<file path="src/sv/thvs_pkg.sv">
// shared types, constants and register codes of the heat and vibration sequencer
package thvs_pkg;

  localparam int CFG_IDX_W  = 3;
  localparam int CFG_DATA_W = 27;
  localparam int DUR_W      = 27;
  localparam int TEMP_W     = 12;
  localparam int HUM_W      = 10;
  localparam int ADC_W      = 12;
  localparam int TIME_W     = 32;
  localparam int TSEC_W     = 18;
  localparam int BATX_W     = 17;

  // register indexes
  localparam logic [CFG_IDX_W-1:0] CFG_OVER_TEMP   = 3'd0;
  localparam logic [CFG_IDX_W-1:0] CFG_OVER_HUMID  = 3'd1;
  localparam logic [CFG_IDX_W-1:0] CFG_FIRST_DUR   = 3'd2;
  localparam logic [CFG_IDX_W-1:0] CFG_SECOND_DUR  = 3'd3;
  localparam logic [CFG_IDX_W-1:0] CFG_THIRD_DUR   = 3'd4;
  localparam logic [CFG_IDX_W-1:0] CFG_FIRST_TGT   = 3'd5;
  localparam logic [CFG_IDX_W-1:0] CFG_SECOND_TGT  = 3'd6;
  localparam logic [CFG_IDX_W-1:0] CFG_THIRD_TGT   = 3'd7;

  // register reset values
  localparam logic signed [TEMP_W-1:0] RST_OVER_TEMP  = 12'sd420;
  localparam logic [HUM_W-1:0]         RST_OVER_HUMID = 10'd750;
  localparam logic [DUR_W-1:0]         RST_FIRST_DUR  = 27'd660000;
  localparam logic [DUR_W-1:0]         RST_SECOND_DUR = 27'd660000;
  localparam logic [DUR_W-1:0]         RST_THIRD_DUR  = 27'd480000;
  localparam logic signed [TEMP_W-1:0] RST_FIRST_TGT  = 12'sd340;
  localparam logic signed [TEMP_W-1:0] RST_SECOND_TGT = 12'sd360;
  localparam logic signed [TEMP_W-1:0] RST_THIRD_TGT  = 12'sd380;

  // levels
  localparam logic [1:0] LVL_IDLE  = 2'd0;
  localparam logic [1:0] LVL_ONE   = 2'd1;
  localparam logic [1:0] LVL_TWO   = 2'd2;
  localparam logic [1:0] LVL_THREE = 2'd3;

  localparam logic [7:0] DUTY_ONE   = 8'd127;
  localparam logic [7:0] DUTY_TWO   = 8'd191;
  localparam logic [7:0] DUTY_THREE = 8'd255;

  typedef enum logic [2:0] {
    CAUSE_NONE       = 3'd0,
    CAUSE_MANUAL     = 3'd1,
    CAUSE_OVER_TEMP  = 3'd2,
    CAUSE_OVER_HUMID = 3'd3,
    CAUSE_FINISHED   = 3'd4
  } cause_t;

  // battery: 110*adc - 204750 over 819, clamped at 100
  localparam logic [18:0]       BAT_OFFSET = 19'd204750;
  localparam logic [18:0]       BAT_SAT    = 19'd82719;
  localparam logic [6:0]        BAT_FULL   = 7'd100;
  localparam logic [17:0]       BAT_RECIP  = 18'd163881;
  localparam int                BAT_SHIFT  = 27;

  // ms to whole seconds, then seconds to minutes
  localparam logic [27:0] SEC_RECIP = 28'd137438954;
  localparam int          SEC_SHIFT = 37;
  localparam logic [18:0] MIN_RECIP = 19'd279621;
  localparam int          MIN_SHIFT = 24;
  localparam logic [11:0] MIN_MAX   = 12'd2047;

  typedef struct packed {
    logic signed [TEMP_W-1:0] over_temp_limit;
    logic [HUM_W-1:0]         over_humid_limit;
    logic [DUR_W-1:0]         first_duration;
    logic [DUR_W-1:0]         second_duration;
    logic [DUR_W-1:0]         third_duration;
    logic signed [TEMP_W-1:0] first_target;
    logic signed [TEMP_W-1:0] second_target;
    logic signed [TEMP_W-1:0] third_target;
  } cfg_t;

  typedef struct packed {
    logic                     switch_on;
    logic signed [TEMP_W-1:0] temperature_dc;
    logic [HUM_W-1:0]         humidity_dpct;
    logic [ADC_W-1:0]         battery_adc;
    logic [TIME_W-1:0]        now_ms;
  } in_item_t;

  typedef struct packed {
    logic                     active;
    logic [1:0]               level;
    logic [7:0]               vibration_duty;
    logic                     heater_on;
    logic signed [TEMP_W-1:0] target_temp;
    cause_t                   shutdown_cause;
  } run_info_t;

  typedef struct packed {
    run_info_t         info;
    logic [DUR_W-1:0]  rem_ms;
    logic [BATX_W-1:0] bat_x;
    logic              bat_sat;
  } step_t;

  typedef struct packed {
    run_info_t         info;
    logic [TSEC_W-1:0] rem_sec;
    logic [6:0]        battery_percent;
  } scale_t;

  typedef struct packed {
    run_info_t  info;
    logic [10:0] remaining_minutes;
    logic [5:0]  remaining_seconds;
    logic [6:0]  battery_percent;
  } out_item_t;

endpackage

</file>
<file path="src/sv/thvs_in_if.sv">
// tick request channel of the sequencer
interface thvs_in_if;
  logic               valid;
  logic               ready;
  logic               switch_on;
  logic signed [11:0] temperature_dc;
  logic [9:0]         humidity_dpct;
  logic [11:0]        battery_adc;
  logic [31:0]        now_ms;

  modport source (
    output valid, switch_on, temperature_dc, humidity_dpct, battery_adc, now_ms,
    input  ready
  );
  modport sink (
    input  valid, switch_on, temperature_dc, humidity_dpct, battery_adc, now_ms,
    output ready
  );
endinterface

</file>
<file path="src/sv/thvs_out_if.sv">
// result request channel of the sequencer
interface thvs_out_if;
  logic               valid;
  logic               ready;
  logic               active;
  logic [1:0]         level;
  logic [7:0]         vibration_duty;
  logic               heater_on;
  logic signed [11:0] target_temp;
  logic [2:0]         shutdown_cause;
  logic [10:0]        remaining_minutes;
  logic [5:0]         remaining_seconds;
  logic [6:0]         battery_percent;

  modport source (
    output valid, active, level, vibration_duty, heater_on, target_temp,
           shutdown_cause, remaining_minutes, remaining_seconds, battery_percent,
    input  ready
  );
  modport sink (
    input  valid, active, level, vibration_duty, heater_on, target_temp,
           shutdown_cause, remaining_minutes, remaining_seconds, battery_percent,
    output ready
  );
endinterface

</file>
<file path="src/sv/thvs_step.sv">
// run state, level sequencing, safety checks, remaining time in ms and the battery term
module thvs_step (
  input  logic                clk,
  input  logic                rst_n,
  input  logic                en,
  input  logic                item_vld,
  input  thvs_pkg::in_item_t  item,
  input  thvs_pkg::cfg_t      cfg,
  output thvs_pkg::step_t     step_r
);
  import thvs_pkg::*;

  logic              running_r, running_nxt;
  logic              wait_r, wait_nxt;
  logic [1:0]        stage_r, stage_nxt;
  logic [TIME_W-1:0] start_r, start_nxt;
  step_t             step_nxt;

  logic [TIME_W-1:0] elapsed;
  logic              restarted;
  cause_t            cause;
  logic [DUR_W-1:0]  dur;
  logic [TIME_W-1:0] rem32;
  logic [18:0]       bat_num;
  logic [18:0]       bat_d;

  always_comb begin
    running_nxt = running_r;
    wait_nxt    = wait_r;
    stage_nxt   = stage_r;
    start_nxt   = start_r;
    cause       = CAUSE_NONE;
    restarted   = 1'b0;

    if (item.switch_on) begin
      if (!running_r && !wait_r) begin
        running_nxt = 1'b1;
        stage_nxt   = LVL_ONE;
        start_nxt   = item.now_ms;
        restarted   = 1'b1;
      end
    end else begin
      wait_nxt = 1'b0;
      if (running_r) begin
        running_nxt = 1'b0;
        stage_nxt   = LVL_IDLE;
        cause       = CAUSE_MANUAL;
      end
    end

    elapsed = item.now_ms - start_nxt;

    if (running_nxt) begin
      if (item.temperature_dc > cfg.over_temp_limit) begin
        cause = CAUSE_OVER_TEMP;
      end else if (item.humidity_dpct > cfg.over_humid_limit) begin
        cause = CAUSE_OVER_HUMID;
      end else if (stage_nxt == LVL_ONE &&
                   elapsed >= TIME_W'(cfg.first_duration)) begin
        stage_nxt = LVL_TWO;
        start_nxt = item.now_ms;
        restarted = 1'b1;
      end else if (stage_nxt == LVL_TWO &&
                   elapsed >= TIME_W'(cfg.second_duration)) begin
        stage_nxt = LVL_THREE;
        start_nxt = item.now_ms;
        restarted = 1'b1;
      end else if (stage_nxt == LVL_THREE &&
                   elapsed >= TIME_W'(cfg.third_duration)) begin
        cause = CAUSE_FINISHED;
      end
      if (cause != CAUSE_NONE) begin
        running_nxt = 1'b0;
        stage_nxt   = LVL_IDLE;
        wait_nxt    = 1'b1;
      end
    end
  end

  // per-level selection
  always_comb begin
    step_nxt = '0;
    step_nxt.info.active         = running_nxt;
    step_nxt.info.shutdown_cause = cause;
    dur = cfg.third_duration;
    unique case (stage_nxt)
      LVL_ONE: begin
        dur                          = cfg.first_duration;
        step_nxt.info.vibration_duty = DUTY_ONE;
        step_nxt.info.target_temp    = cfg.first_target;
      end
      LVL_TWO: begin
        dur                          = cfg.second_duration;
        step_nxt.info.vibration_duty = DUTY_TWO;
        step_nxt.info.target_temp    = cfg.second_target;
      end
      LVL_THREE: begin
        dur                          = cfg.third_duration;
        step_nxt.info.vibration_duty = DUTY_THREE;
        step_nxt.info.target_temp    = cfg.third_target;
      end
      default: begin
        step_nxt.info.vibration_duty = '0;
        step_nxt.info.target_temp    = '0;
      end
    endcase
    // a level still running has at most its duration left, so 27 bits suffice
    rem32 = TIME_W'(dur) - (restarted ? '0 : elapsed);
    if (running_nxt) begin
      step_nxt.info.level     = stage_nxt;
      step_nxt.info.heater_on = item.temperature_dc < step_nxt.info.target_temp;
      step_nxt.rem_ms         = rem32[DUR_W-1:0];
    end else begin
      step_nxt.info.vibration_duty = '0;
      step_nxt.info.target_temp    = '0;
    end

    // 110 * adc as shifts
    bat_num = {item.battery_adc, 7'b0}
              - {3'b0, item.battery_adc, 4'b0}
              - {6'b0, item.battery_adc, 1'b0};
    bat_d = bat_num - BAT_OFFSET;
    if (bat_num > BAT_OFFSET) begin
      step_nxt.bat_sat = bat_d >= BAT_SAT;
      step_nxt.bat_x   = bat_d[BATX_W-1:0];
    end
  end

  always_ff @(posedge clk) begin
    if (!rst_n) begin
      running_r <= 1'b0;
      wait_r    <= 1'b0;
      stage_r   <= LVL_IDLE;
      start_r   <= '0;
    end else if (en && item_vld) begin
      running_r <= running_nxt;
      wait_r    <= wait_nxt;
      stage_r   <= stage_nxt;
      start_r   <= start_nxt;
    end
  end

  always_ff @(posedge clk) begin
    if (en) begin
      step_r <= step_nxt;
    end
  end

endmodule

</file>
<file path="src/sv/thvs_scale.sv">
// reciprocal multiplies: ms to whole seconds and battery percentage
module thvs_scale (
  input  logic             clk,
  input  logic             en,
  input  thvs_pkg::step_t  step,
  output thvs_pkg::scale_t scale_r
);
  import thvs_pkg::*;

  logic [54:0] sec_prod;
  logic [34:0] bat_prod;
  scale_t      scale_nxt;

  assign sec_prod = 55'(step.rem_ms) * 55'(SEC_RECIP);
  assign bat_prod = 35'(step.bat_x) * 35'(BAT_RECIP);

  always_comb begin
    scale_nxt.info    = step.info;
    scale_nxt.rem_sec = sec_prod[SEC_SHIFT +: TSEC_W];
    scale_nxt.battery_percent = step.bat_sat ? BAT_FULL : bat_prod[BAT_SHIFT +: 7];
  end

  always_ff @(posedge clk) begin
    if (en) begin
      scale_r <= scale_nxt;
    end
  end

endmodule

</file>
<file path="src/sv/thvs_clock.sv">
// splits remaining seconds into minutes and seconds, result register
module thvs_clock (
  input  logic                clk,
  input  logic                en,
  input  thvs_pkg::scale_t    scale,
  output thvs_pkg::out_item_t res_r
);
  import thvs_pkg::*;

  logic [36:0]       min_prod;
  logic [11:0]       mins;
  logic [TSEC_W-1:0] mins60;
  logic [TSEC_W-1:0] secs;
  out_item_t         res_nxt;

  assign min_prod = 37'(scale.rem_sec) * 37'(MIN_RECIP);
  assign mins     = min_prod[MIN_SHIFT +: 12];
  // 60 * mins as 64 - 4
  assign mins60   = {mins, 6'b0} - {4'b0, mins, 2'b0};
  assign secs     = scale.rem_sec - mins60;

  always_comb begin
    res_nxt.info              = scale.info;
    res_nxt.remaining_minutes = (mins > MIN_MAX) ? MIN_MAX[10:0] : mins[10:0];
    res_nxt.remaining_seconds = secs[5:0];
    res_nxt.battery_percent   = scale.battery_percent;
  end

  always_ff @(posedge clk) begin
    if (en) begin
      res_r <= res_nxt;
    end
  end

endmodule

</file>
<file path="src/sv/timed_heat_vibration_sequencer.sv">
// top level: a tick request's result is valid once it has passed the whole pipeline
// throughput one request per cycle while not stalled; input register, step, scale, result register
// a stalled result holds the whole pipeline; the run state updates once per request
// synchronous active-low reset clears run state and valid flags and restores
// every configuration register to its default
module timed_heat_vibration_sequencer (
  input  logic                              clk,
  input  logic                              rst_n,
  thvs_in_if.sink                           in_ch,
  thvs_out_if.source                        out_ch,
  input  logic                              cfg_we,
  input  logic [thvs_pkg::CFG_IDX_W-1:0]    cfg_idx,
  input  logic [thvs_pkg::CFG_DATA_W-1:0]   cfg_data
);
  import thvs_pkg::*;

  cfg_t      cfg_r;
  in_item_t  item_r;
  logic      v0_r, v1_r, v2_r, out_valid_r;
  logic      en;
  step_t     step_q;
  scale_t    scale_q;
  out_item_t res_q;

  assign en          = !out_valid_r || out_ch.ready;
  assign in_ch.ready = en;

  always_ff @(posedge clk) begin
    if (!rst_n) begin
      cfg_r.over_temp_limit  <= RST_OVER_TEMP;
      cfg_r.over_humid_limit <= RST_OVER_HUMID;
      cfg_r.first_duration   <= RST_FIRST_DUR;
      cfg_r.second_duration  <= RST_SECOND_DUR;
      cfg_r.third_duration   <= RST_THIRD_DUR;
      cfg_r.first_target     <= RST_FIRST_TGT;
      cfg_r.second_target    <= RST_SECOND_TGT;
      cfg_r.third_target     <= RST_THIRD_TGT;
    end else if (cfg_we) begin
      unique case (cfg_idx)
        CFG_OVER_TEMP:  cfg_r.over_temp_limit  <= cfg_data[TEMP_W-1:0];
        CFG_OVER_HUMID: cfg_r.over_humid_limit <= cfg_data[HUM_W-1:0];
        CFG_FIRST_DUR:  cfg_r.first_duration   <= cfg_data[DUR_W-1:0];
        CFG_SECOND_DUR: cfg_r.second_duration  <= cfg_data[DUR_W-1:0];
        CFG_THIRD_DUR:  cfg_r.third_duration   <= cfg_data[DUR_W-1:0];
        CFG_FIRST_TGT:  cfg_r.first_target     <= cfg_data[TEMP_W-1:0];
        CFG_SECOND_TGT: cfg_r.second_target    <= cfg_data[TEMP_W-1:0];
        CFG_THIRD_TGT:  cfg_r.third_target     <= cfg_data[TEMP_W-1:0];
        default: ;
      endcase
    end
  end

  always_ff @(posedge clk) begin
    if (!rst_n) begin
      v0_r        <= 1'b0;
      v1_r        <= 1'b0;
      v2_r        <= 1'b0;
      out_valid_r <= 1'b0;
    end else if (en) begin
      v0_r        <= in_ch.valid;
      v1_r        <= v0_r;
      v2_r        <= v1_r;
      out_valid_r <= v2_r;
    end
  end

  always_ff @(posedge clk) begin
    if (en) begin
      item_r.switch_on      <= in_ch.switch_on;
      item_r.temperature_dc <= in_ch.temperature_dc;
      item_r.humidity_dpct  <= in_ch.humidity_dpct;
      item_r.battery_adc    <= in_ch.battery_adc;
      item_r.now_ms         <= in_ch.now_ms;
    end
  end

  thvs_step u_step (
    .clk      (clk),
    .rst_n    (rst_n),
    .en       (en),
    .item_vld (v0_r),
    .item     (item_r),
    .cfg      (cfg_r),
    .step_r   (step_q)
  );

  thvs_scale u_scale (
    .clk     (clk),
    .en      (en),
    .step    (step_q),
    .scale_r (scale_q)
  );

  thvs_clock u_clock (
    .clk   (clk),
    .en    (en),
    .scale (scale_q),
    .res_r (res_q)
  );

  assign out_ch.valid             = out_valid_r;
  assign out_ch.active            = res_q.info.active;
  assign out_ch.level             = res_q.info.level;
  assign out_ch.vibration_duty    = res_q.info.vibration_duty;
  assign out_ch.heater_on         = res_q.info.heater_on;
  assign out_ch.target_temp       = res_q.info.target_temp;
  assign out_ch.shutdown_cause    = res_q.info.shutdown_cause;
  assign out_ch.remaining_minutes = res_q.remaining_minutes;
  assign out_ch.remaining_seconds = res_q.remaining_seconds;
  assign out_ch.battery_percent   = res_q.battery_percent;

endmodule

</file>
<file path="src/flat_wrapper.sv">
// flat-port wrapper written by rule: the top's interface ports become plain ports
module timed_heat_vibration_sequencer_flat import thvs_pkg::*;
  (clk, rst_n, cfg_we, cfg_idx, cfg_data, in_ch_valid, in_ch_switch_on, in_ch_temperature_dc, in_ch_humidity_dpct, in_ch_battery_adc, in_ch_now_ms, in_ch_ready, out_ch_valid, out_ch_active, out_ch_level, out_ch_vibration_duty, out_ch_heater_on, out_ch_target_temp, out_ch_shutdown_cause, out_ch_remaining_minutes, out_ch_remaining_seconds, out_ch_battery_percent, out_ch_ready);
  thvs_in_if in_ch_i ();
  thvs_out_if out_ch_i ();
  input  logic clk;
  input  logic rst_n;
  input  logic cfg_we;
  input  logic [thvs_pkg::CFG_IDX_W-1:0] cfg_idx;
  input  logic [thvs_pkg::CFG_DATA_W-1:0] cfg_data;
  input wire logic [$bits(in_ch_i.valid)-1:0] in_ch_valid;
  input wire logic [$bits(in_ch_i.switch_on)-1:0] in_ch_switch_on;
  input wire logic [$bits(in_ch_i.temperature_dc)-1:0] in_ch_temperature_dc;
  input wire logic [$bits(in_ch_i.humidity_dpct)-1:0] in_ch_humidity_dpct;
  input wire logic [$bits(in_ch_i.battery_adc)-1:0] in_ch_battery_adc;
  input wire logic [$bits(in_ch_i.now_ms)-1:0] in_ch_now_ms;
  output wire logic [$bits(in_ch_i.ready)-1:0] in_ch_ready;
  output wire logic [$bits(out_ch_i.valid)-1:0] out_ch_valid;
  output wire logic [$bits(out_ch_i.active)-1:0] out_ch_active;
  output wire logic [$bits(out_ch_i.level)-1:0] out_ch_level;
  output wire logic [$bits(out_ch_i.vibration_duty)-1:0] out_ch_vibration_duty;
  output wire logic [$bits(out_ch_i.heater_on)-1:0] out_ch_heater_on;
  output wire logic [$bits(out_ch_i.target_temp)-1:0] out_ch_target_temp;
  output wire logic [$bits(out_ch_i.shutdown_cause)-1:0] out_ch_shutdown_cause;
  output wire logic [$bits(out_ch_i.remaining_minutes)-1:0] out_ch_remaining_minutes;
  output wire logic [$bits(out_ch_i.remaining_seconds)-1:0] out_ch_remaining_seconds;
  output wire logic [$bits(out_ch_i.battery_percent)-1:0] out_ch_battery_percent;
  input wire logic [$bits(out_ch_i.ready)-1:0] out_ch_ready;
  assign in_ch_i.valid = in_ch_valid;
  assign in_ch_i.switch_on = in_ch_switch_on;
  assign in_ch_i.temperature_dc = in_ch_temperature_dc;
  assign in_ch_i.humidity_dpct = in_ch_humidity_dpct;
  assign in_ch_i.battery_adc = in_ch_battery_adc;
  assign in_ch_i.now_ms = in_ch_now_ms;
  assign in_ch_ready = in_ch_i.ready;
  assign out_ch_valid = out_ch_i.valid;
  assign out_ch_active = out_ch_i.active;
  assign out_ch_level = out_ch_i.level;
  assign out_ch_vibration_duty = out_ch_i.vibration_duty;
  assign out_ch_heater_on = out_ch_i.heater_on;
  assign out_ch_target_temp = out_ch_i.target_temp;
  assign out_ch_shutdown_cause = out_ch_i.shutdown_cause;
  assign out_ch_remaining_minutes = out_ch_i.remaining_minutes;
  assign out_ch_remaining_seconds = out_ch_i.remaining_seconds;
  assign out_ch_battery_percent = out_ch_i.battery_percent;
  assign out_ch_i.ready = out_ch_ready;
  timed_heat_vibration_sequencer u_core (.clk(clk), .rst_n(rst_n), .in_ch(in_ch_i), .out_ch(out_ch_i), .cfg_we(cfg_we), .cfg_idx(cfg_idx), .cfg_data(cfg_data));
endmodule
</file>
<file path="config.mk">
export PLATFORM = sky130hd
export DESIGN_NAME = timed_heat_vibration_sequencer_flat
export DESIGN_NICKNAME = d
export VERILOG_FILES = /design/src/sv/thvs_pkg.sv /design/src/sv/thvs_in_if.sv /design/src/sv/thvs_out_if.sv /design/src/sv/thvs_step.sv /design/src/sv/thvs_scale.sv /design/src/sv/thvs_clock.sv /design/src/sv/timed_heat_vibration_sequencer.sv /design/src/flat_wrapper.sv
export SDC_FILE = /design/constraint.sdc
export NUM_CORES = 2
export LEC_CHECK = 0
export BUFFER_PORTS_ARGS = -buffer_cell sky130_fd_sc_hd__buf_2
export CORE_UTILIZATION = 60
export CTS_CLUSTER_SIZE = 40
export DETAILED_ROUTE_END_ITERATION = 16
export PLACE_DENSITY = 0.78
export SLEW_MARGIN = 20
export SYNTH_ARGS = -nofsm -noshare
export SYNTH_HDL_FRONTEND = slang
export SYNTH_HIERARCHICAL = 1
export SYNTH_SLANG_ARGS = --single-unit
</file>
<file path="constraint.sdc">
create_clock -name clk -period 13.2 [get_ports clk]
set_input_delay 1.98 -clock clk [delete_from_list [all_inputs] [get_ports clk]]
set_output_delay 1.98 -clock clk [all_outputs]
set_load 0.02 [all_outputs]
</file>
### After elaboration in Yosys (flattened, before gate mapping)

Cells that the tools add are included.

* output and inout bits: 53
* word-level logic and storage cells: 141
* bits of input ports: 102
* register bits after elaboration: 421

* order comparisons: 9
* equal/unequal tests: 13
* reduce and logical (&&, ||, !) cells: 19
* multipliers: 3
* add/sub/neg operators: 7
* muxes and demuxes: 43

Operator list (number)
* two-way mux 32 bit: 7
* greater-or-equal comparator 32 x 27 -> 1 bit: 3
* multiplier 27 x 27 -> 54 bit, second input constant: 1
* case mux 27 bit (2 select lines): 1
* multiplier 18 x 19 -> 36 bit, second input constant: 1
* case mux 12 bit (3 select lines): 1
* multiplier 17 x 18 -> 34 bit, second input constant: 1
* subtractor 32 bit: 1
* two-way mux 27 bit: 1
* subtractor 27 bit: 1
* case mux 8 bit (3 select lines): 1
* two-way mux 3 bit: 7
* greater-or-equal comparator 19 x 17 -> 1 bit, second input constant: 1
* greater-than comparator 19 x 18 -> 1 bit, second input constant: 1
* subtractor 19 x 13 -> 19 bit: 1
* subtractor 19 x 16 -> 19 bit: 1
* subtractor 19 x 18 -> 19 bit, second input constant: 1
* two-way mux 2 bit: 9
* two-way mux 1 bit: 16
* AND reduction 2 bit: 8
* == test 3 bit, second input constant: 4
* greater-than comparator 12 x 11 -> 1 bit, second input constant: 1
* greater-than comparator 12 bit: 1
* < comparator 12 bit: 1
* other kinds (12): 23

### Depth between registers and ports, before layout

* depth in word-level cells: 19
* gate-level depth with buffers: 50
* mapped depth without buffers: 46

### By module

The synthesis kept the hierarchy.

Modules (own cells, without submodules)
* thvs_scale: area an instance 14587.7 sq um, seq. area each 1561.5 sq um, cells each 1376, instances 1
* thvs_step: area an instance 12172.9 sq um, seq. area each 2702.6 sq um, cells each 1471, instances 1
* timed_heat_vibration_sequencer: area an instance 6864.1 sq um, seq. area each 4874.7 sq um, cells each 575, instances 1
* thvs_clock: area an instance 5034.8 sq um, seq. area each 1531.5 sq um, cells each 447, instances 1

### Worst setup path before layout

OpenSTA, ideal clock, no wires.

* path type: input port to output port
* from: input out_ch_ready
* to: output in_ch_ready
* slack: 2.430 ns
* path buffers: 1
* arrival: 8.790 ns
* data required time: 11.220 ns
* stages: 2
* path through: nand2b_1 clkbuf_1

* word-level cells in the longest chain between the ends: 1

Ends and longest elaborated chain
* start, declared: RTL line flat_wrapper.sv:28 `input wire logic [$bits(out_ch_i.ready)-1:0] out_ch_ready;`
* logical OR 1 bit: RTL line timed_heat_vibration_sequencer.sv:25 `assign en = !out_valid_r || out_ch.ready;`
* end, declared: RTL line flat_wrapper.sv:17 `output wire logic [$bits(in_ch_i.ready)-1:0] in_ch_ready;`

Every way passes these cells.

### Final worst setup path

* from: register u_core/item_r[66] (netlist bit)
* to: register u_core/u_step/step_r[44] (netlist bit), data pin

* word-level cells in the longest chain between the ends: 16
* elaborated cells between the ends (all ways): 40
* classes of those cells: add/sub (2); order compare (3); eq/ne (5); mux (26); reduce/logical (4)

Ends and longest elaborated chain
* start, declared: RTL line timed_heat_vibration_sequencer.sv:18 `in_item_t item_r;`
* two-way mux 32 bit: RTL line thvs_step.sv:35 `if (item.switch_on) begin`
* subtractor 32 bit: RTL line thvs_step.sv:51 `elapsed = item.now_ms - start_nxt;`
* greater-or-equal comparator 32 x 27 -> 1 bit: RTL line thvs_step.sv:69 `elapsed >= TIME_W'(cfg.third_duration)) begin`
* logical AND 1 bit: RTL line thvs_step.sv:68 `end else if (stage_nxt == LVL_THREE &&`
* two-way mux 3 bit: RTL line thvs_step.sv:68
* two-way mux 3 bit: RTL line thvs_step.sv:63 `end else if (stage_nxt == LVL_TWO &&`
* two-way mux 3 bit: RTL line thvs_step.sv:58 `end else if (stage_nxt == LVL_ONE &&`
* two-way mux 3 bit: RTL line thvs_step.sv:56 `end else if (item.humidity_dpct > cfg.over_humid_limit) begin`
* two-way mux 3 bit: RTL line thvs_step.sv:54 `if (item.temperature_dc > cfg.over_temp_limit) begin`
* two-way mux 3 bit: RTL line thvs_step.sv:53 `if (running_nxt) begin`
* nonzero test 3 bit: RTL line thvs_step.sv:72 `if (cause != CAUSE_NONE) begin`
* two-way mux 2 bit: RTL line thvs_step.sv:72
* two-way mux 2 bit *: RTL line thvs_step.sv:53
* via u_core.u_step.stage_nxt[1]: RTL line thvs_step.sv:15 `logic [1:0] stage_r, stage_nxt;`
* == test 2 bit / == test 2 x 1 -> 1 bit (equally long branches): RTL line thvs_step.sv:86 `unique case (stage_nxt)`
* case mux 27 bit (2 select lines) *: RTL line thvs_step.sv:86
* subtractor 27 bit *: RTL line thvs_step.sv:108 `rem32 = TIME_W'(dur) - (restarted ? '0 : elapsed);`
* end signal, assigned: RTL line thvs_step.sv:145 `step_r <= step_nxt;`
* end, declared: RTL line thvs_step.sv:9 `output thvs_pkg::step_t step_r`

The timed path passes the listed nets; every way through them passes the cells marked *. The select of a mux whose other input is x is not followed.
A chain may end at the register's enable or synchronous reset.

==> impl_results.md <==
- Status: complete, no violations
- CTS resizes: 0
- H-tree Lvls: 2
- Overflow after GRT: 0
- CP Launch Type: register
- Slew margin rel.: 27.9%
- Comb power frac: 61.3%
- Static leakage: 0.0216 uW
- Final Skew: 0.0625 ns
- Final min period: 10.77 ns
- Area growth, synth to finish: 8.16%
- Synth top area cells: ha_1 (23%), edfxtp_1 (18%), fa_1 (15%)
- Gpl congestion: 1.00
- I/O Buffers: 154
- Sequential Power Share: 21.5%
- Syn nets: 4,973
- Sequential-to-total area share from yosys stat: 27.6%
- Pwr/cell area: 191 mW/mm2
- Die Width: 256 um
- Max clock buf depth: 3
- Tcrit/Tclk final: 81.6%
- Multi-input gate area: 0.0250 mm2
- Slew @ Worst Pin: 1.07 ns
- Total core area: 0.0633 mm2
- Fraction of layout cells with a size suffix above 1: 7.47%
- Clock Power Share: 17.2%
- Post-synthesis cell type count: 91
- Hold violation count in the final report: 0
- Die height: 256 um
- DR iter-0 viols: 1,900
- Final TNS setup: 0 ns
- Hold depth: 0
- DRT antenna net count: 0
- Worst-skew pair later-pin latency: 0.60 ns
- CTS tree: done
- FP Rows: 92
- # DRC: 0
- # setup viols final: 0
- Register area: 0.0107 mm2
- DR WL/cell: 18.3 um
- Initial Util: 61.1%
- Vias in the first global route: 28,000
- Ys Warns: 6
- Syn Area/Cell: 9.99 um2
- Post-synth EDFFs: 236
- Commonest cells after routing, fill and taps aside: ha_1 (707), inv_1 (690), fa_1 (295), nand2_1 (257), edfxtp_1 (236)
- Crit-path max FO: 54
- Worst path required time: 13.61 ns
- Vias: 27,700
- Cts bufs inserted: 45
- Ports: 155
- CTS sink cnt: 415
- Worst R2R Path Depth: 43
- Cell area after synthesis: 0.0387 mm2
- Setup repair after global routing missed its margin: no
- Total power: 7980 uW
- Antenna violations before repair: 1
- Top cell type's share of synthesized area: 22.9%
- Slowest cell on the critical path: buf_4
- DRT Pass-1 Iters: 6
- VDD IR max: 0.122 mV
- Layout Nets: 5,085
- Cell repeated most along the worst path: a21oi_1
- Slew Viols, Final: 0
- Internal: 4410 uW
- CTS root buf: clkbuf_16
- Crit path arrival time: 11.18 ns
- # hold bufs at CTS: 0
- Yosys reg bits: 415
- Largest net degree at the start of global routing: 94
- Final wirelength: 89,100 um
- Hold Path Class: register to register
- Cell count after synthesis: 3,869
- Critical path's largest stage delay: 0.52 ns
- Post-CTS setup buffer count: 0
- Most common cell after layout, fill and taps aside: ha_1
- Element type at the critical path end: register
- Buffer and inverter count on the worst path: 3
- Fmax achieved: 92.8 MHz
- Wire length of the first global-routing pass: 144,000 um
- WP depth: 43
- Vias per cell: 5.69
- All-Layer GR Usage: 27.5%
- CP top delay family: compound AO/OA/AOI/OAI gates
- Sw Ratio: 44.7%
- Synth async-reset ratio: 0%
- HPWL after DPL: 71,300 um
- Fillers: 5,005
- Primary FF master, synth: edfxtp_1
- Max-cap violations: 0
- Switch Pwr: 3570 uW
- Clock-pin slew of the registers on the worst-case setup and hold paths: 0.06 ns
- Die area: 0.0655 mm2
- Kind of critical path: register to register
- Yosys top cell by area: ha_1
==> kinds of logic after synthesis <==
family          share of synthesized area [%]
simple gates                             9.43
flops                                    27.6
buf+inv                                  7.93
compound gates                           11.6
mux                                      2.74
fa+ha+maj                                38.2
other cells                           0.00970
xor+xnor                                 2.51
==> metal layers <==
metal	vias up	GRT usage [%]	wire length (um)
met3	171	3.54	4600
met5	-	0	0
met2	775	47.3	42700
li1	13500	-	-
met4	0	9.05	3080
met1	13200	35.8	38700
==> worst reg2reg max path: cells and delay by family, from the launching register on <==
kind	cells	cell delay, ns
adders and majority gates	4	1.22
xor gates and xnor gates	2	0.63
DFF	1	0.41
muxes	1	0.31
AOI/OAI and AO/OA	27	6.16
and+or+nand+nor	6	0.72
buffers and inverters	3	1.10
==> registers in the layout (all words and copies together), names as in the netlist, 2 cells and up <==
register                cells
u_core/u_step/step_r       66
u_core/u_clock/res_r       51
u_core/item_r              67
u_core/u_step/stage_r       2
u_core/u_scale/scale_r     52
u_core/u_step/start_r      32
u_core/cfg_r              139
==> synthesized netlist by cell type, drive strengths merged (32+ instances only) <==
master  instances
a21o           89
a21oi         179
a221oi         33
buf            41
clkbuf         62
dfxtp         179
edfxtp        236
fa            295
ha            707
inv           690
mux2i         106
nand2         258
nand3         128
nand4          40
nor2          147
nor2b          32
nor3           38
o21a           33
o21ai         183
xnor2          62
xor2           46
==> path summary, 6_finish.rpt <==
| kind | from | endpoint | slack [ns] |
|---|---|---|---|
| hold reg to reg | u_core/u_scale/scale_r[28] | u_core/u_clock/res_r[27] | 0.42 |
| setup / recovery | u_core/item_r[66] | u_core/u_step/step_r[44] | 2.43 |
| setup reg to reg | u_core/item_r[66] | u_core/u_step/step_r[44] | 2.43 |
| hold / removal | u_core/u_scale/scale_r[28] | u_core/u_clock/res_r[27] | 0.42 |
==> power by group through the flow <==
stage	Sequential, uW	Clock (uW)	Combinational [uW]
3_3_place_gp	1740	0	4680
4_1_cts	1710	1400	4900
2_1_floorplan	1710	0	3680
3_5_place_dp	1740	0	4840
6_report	1710	1370	4890
5_1_grt	1730	1450	5680
==> metrics by stage <==
stage          hold WS, ns  worst slack, ns  area, um2  std cells  utilization [%]
2_1_floorplan        0.400             2.43      38700       3869                -
3_3_place_gp         0.402             2.87      40200       4780             63.4
3_5_place_dp         0.405             2.70      40200       4780             63.4
4_1_cts              0.419             2.53      41800       4864             66.0
5_1_grt              0.423             1.34      41800       4865             66.0
6_report             0.420             2.43      41800       4865             66.0
==> final cells by class <==
class / instances / share of cell area (%)
timing repair buffer: 168 / 2.11
sequential: 415 / 25.5
multi-input combinational: 2661 / 59.7
clock inverter: 22 / 0.895
clock buffer: 62 / 3.06
antenna: 1 / 0.00598
tap: 846 / 2.53
inverter: 690 / 6.19
Note: power is estimated with default switching activity, not from simulation.
